### src/rtl/core/wufm3_ram.sv
// Generic single-clock RAM, one write port, one read port, registered read.
// No dependencies.
module wufm3_ram #(
    parameter int WIDTH = 8,
    parameter int DEPTH = 16
) (
    input  logic                     clk,
    input  logic                     we,
    input  logic [$clog2(DEPTH)-1:0] waddr,
    input  logic [WIDTH-1:0]         wdata,
    input  logic [$clog2(DEPTH)-1:0] raddr,
    output logic [WIDTH-1:0]         rdata
);

    logic [WIDTH-1:0] mem [DEPTH];

    always_ff @(posedge clk)
    begin
        if (we)
        begin
            mem[waddr] <= wdata;
        end
        rdata <= mem[raddr];
    end

endmodule

### config.mk
export PLATFORM = sky130hd
export DESIGN_NAME = wufm3_ram
export DESIGN_NICKNAME = d
export VERILOG_FILES = /design/src/rtl/core/wufm3_ram.sv
export SDC_FILE = /design/constraint.sdc
export NUM_CORES = 1
export LEC_CHECK = 0
export BUFFER_PORTS_ARGS = -buffer_cell sky130_fd_sc_hd__buf_2
export CORE_MARGIN = 2
export CORE_UTILIZATION = 60
export DETAILED_ROUTE_END_ITERATION = 7
export PLACE_DENSITY = 0.82
export RECOVER_POWER = 25
export SLEW_MARGIN = 20
export SYNTH_ARGS = -nofsm -noshare
export SYNTH_HDL_FRONTEND = slang
export SYNTH_SLANG_ARGS = --single-unit
### constraint.sdc
create_clock -name clk -period 3.9 [get_ports clk]
set_input_delay 0.39 -clock clk [delete_from_list [all_inputs] [get_ports clk]]
set_output_delay 0.39 -clock clk [all_outputs]
set_load 0.03 [all_outputs]
==> reports/qor.yml <==
run_status:
  outcome: "complete, no violations"
die:
  start_util_pct: 62.3
  die-width_um: 96.6
  rows: 33
  dieArea_sq_um: 9340
  dieHeight_um: 96.6
  core_area_sq_um: 8260
  io_pins: 26
place:
  dp_worst_setup_slack_ns: 1.53
  port_buffers: 25
  placed_area_sq_um: 5340
  dp_hpwl_um: 5770
  place_congestion: 0.737
clocking:
  cts_tree: "done"
  cts.sink_count: 136
  max-clock-path-buffers: 2
  numCtsBuffers: 17
  cts_resized: 0
  insertion_delay_ns: 0.50
  cts_setup_buffers: 0
  cts_root_buf: "clkbuf_8"
  hold_buffers: 0
  htree_levels: 4
  path_clk_slew_ns: 0.06
synthesis:
  seq_area_frac_synth_pct: 77.8
  mappedNetlistNets: 247
  yosysWarnings: 0
  synthCells: 229
  yosysTopAreaCell: "edfxtp_1"
  syn-cell-area_sq_um: 5150
  ys_types: 19
  syn_area_per_cell_sq_um: 22.5
  synth_area_leaders: "edfxtp_1 (75%), mux4_2 (7.9%), mux4_1 (7.1%)"
  ys_ff_latch: 136
  netlist.area_leader.share_pct: 74.7
timing:
  rsz0062_at_grt: "no"
  finalWorstPathRequiredPeriod_ns: 1.84
  finClkSkew_ns: 0.00749
  tns_ns: 0
  tightest_slew_ns: 1.03
  max_freq_mhz: 544
  max-slew-margin-rel_pct: 31.7
  fin_crit_sh_pct: 47.2
  hold_viol: 0
  finalSetupViolCount: 0
  finalMaxSlewViolations: 0
  setup_slack_ns: 2.06
final_layout:
  final_nets: 283
  multiInputGateArea_sq_um: 1070
  nFillCells: 488
  drive_gt1_share_pct: 25.3
  area_growth_pct: 14.0
  seq_area_sq_um: 4000
  design_area_sq_um: 5870
  num_antenna_cells: 0
grt:
  grt_usage_pct: 22.9
  grt_overflow: 0
  antenna_found_initial: 0
  grt_max_degree: 33
  grt_first_pass_wirelength_um: 15500
  grt_pass1_vias: 2674
hold_path:
  hp-start: "wdata[3]"
  hold_class: "primary input to register"
power:
  ir_drop_uv: 416
  power_switching_share_pct: 20.5
  p_leak_nw: 1.95
  p_clk_share_pct: 43.9
  finalPower_mw: 3.22
  p_seq_share_pct: 51.1
  pwr-share-comb_pct: 5.0
  p_per_area_nw_per_um2: 549
  internal-power_mw: 2.56
  switchingPower_uw: 659
setup_path:
  worstPathRequired_ns: 4.29
  cp.arrival_ns: 2.23
  reg2reg_from: "mem[9][4]"
  start_kind: "primary input"
  crit_path_end_kind: "register"
  crit_path_start: "raddr[0]"
  cp_max_fo: 32
  crit_type: "primary input to register"
detailed_routing:
  drt-total-wl_um: 9930
  drc: 0
  first_pass_iters: 5
  avgRoutedWirePerCell_um: 26.0
  dr_total_vias: 2516
  ant_nets: 0
  drt-initial-drc-count: 313
  viasPerCell: 6.59
flow_run:
  cap_viol_max_count: 0
==> synth_stat cells, drive strengths merged <==
cell / number
nor2b: 1
nand3b: 2
and2b: 1
and2: 1
edfxtp: 128
a22oi: 16
nor3: 4
dfxtp: 8
or3b: 1
nand2b: 2
nor2: 13
buf: 7
nand2: 9
clkdlybuf4s25: 3
nand3: 1
mux4: 32
==> worst max-delay path, cell delays in order <==
cell and delay [ns]:
buf_2 0.76, mux4_1 0.67, a22oi_1 0.28, nand2_1 0.09
==> worst paths after layout <==
| check | to | slack, ns | cells after the start |
|---|---|---|---|
| max reg2reg | rdata[4] | 2.48 | 3 |
| max | rdata[1] | 2.06 | 4 |
| min | mem[13][3] | 0.29 | 1 |
| min reg2reg | rdata[1] | 0.67 | 3 |
==> cells in the final DEF, fill, tap and decap left out, drive strengths merged <==
master,synthesis,layout
nor2,13,13
a22oi,16,16
buf,7,21
nor2b,1,1
bufinv,0,1
and2,1,1
or3b,1,1
nand2b,2,2
nand2,9,9
mux4,32,32
clkinv,0,5
clkbuf,0,28
dfxtp,8,8
nand3,1,1
edfxtp,128,128
and2b,1,1
nand3b,2,2
nor3,4,4
clkinvlp,0,3
==> state kept, by name, indices dropped and copies added, names as in the netlist <==
| signal | cells |
|---|---|
| mem | 128 |
| rdata | 8 |
==> logic make-up after synthesis <==
family                 after synthesis  share of synthesized area [%]
flip-flops                         136                           77.8
multiplexers                        32                           15.0
buffers and inverters               10                           1.68
AND/OR/NAND/NOR                     35                           3.18
AO/OA/AOI/OAI                       16                           2.33
==> stage by stage <==
| stage | std cells | utilization (%) | hold slack (ns) |
|---|---|---|---|
| 2_1_floorplan | 229 | - | 0.489 |
| 3_3_place_gp | 351 | 64.6 | 0.649 |
| 3_5_place_dp | 351 | 64.7 | 0.657 |
| 4_1_cts | 382 | 71.1 | 0.254 |
| 5_1_grt | 382 | 71.0 | 0.279 |
| 6_report | 382 | 71.0 | 0.292 |
==> layout make-up <==
type	instances	share of cell area [%]
Clock inverter	9	1.32
Tap cell	105	2.24
Timing Repair Buffer	27	2.26
Clock buffer	22	7.72
Multi-Input combinational cell	83	18.2
Sequential cell	136	68.3
==> metal layers <==
layer	routed length (um)	global-route usage [%]	vias to the layer above	share of wire [%]
met5	0	0	-	0
met4	113	7.48	0	1.1
met3	943	6.00	10	9.5
met2	4930	35.5	155	50
met1	3950	32.5	1306	40
li1	-	-	1045	-
==> power by group through the flow <==
| stage | sequential, mW | clock (mW) | combinational (mW) |
|---|---|---|---|
| finish | 1.65 | 1.41 | 0.160 |
| global route | 1.65 | 1.50 | 0.172 |
| floorplan | 1.69 | 0 | 0.0829 |
| detailed placement | 1.68 | 0 | 0.160 |
| CTS | 1.65 | 1.43 | 0.161 |
| global placement | 1.67 | 0 | 0.154 |
Note: power is estimated with default switching activity, not from simulation.
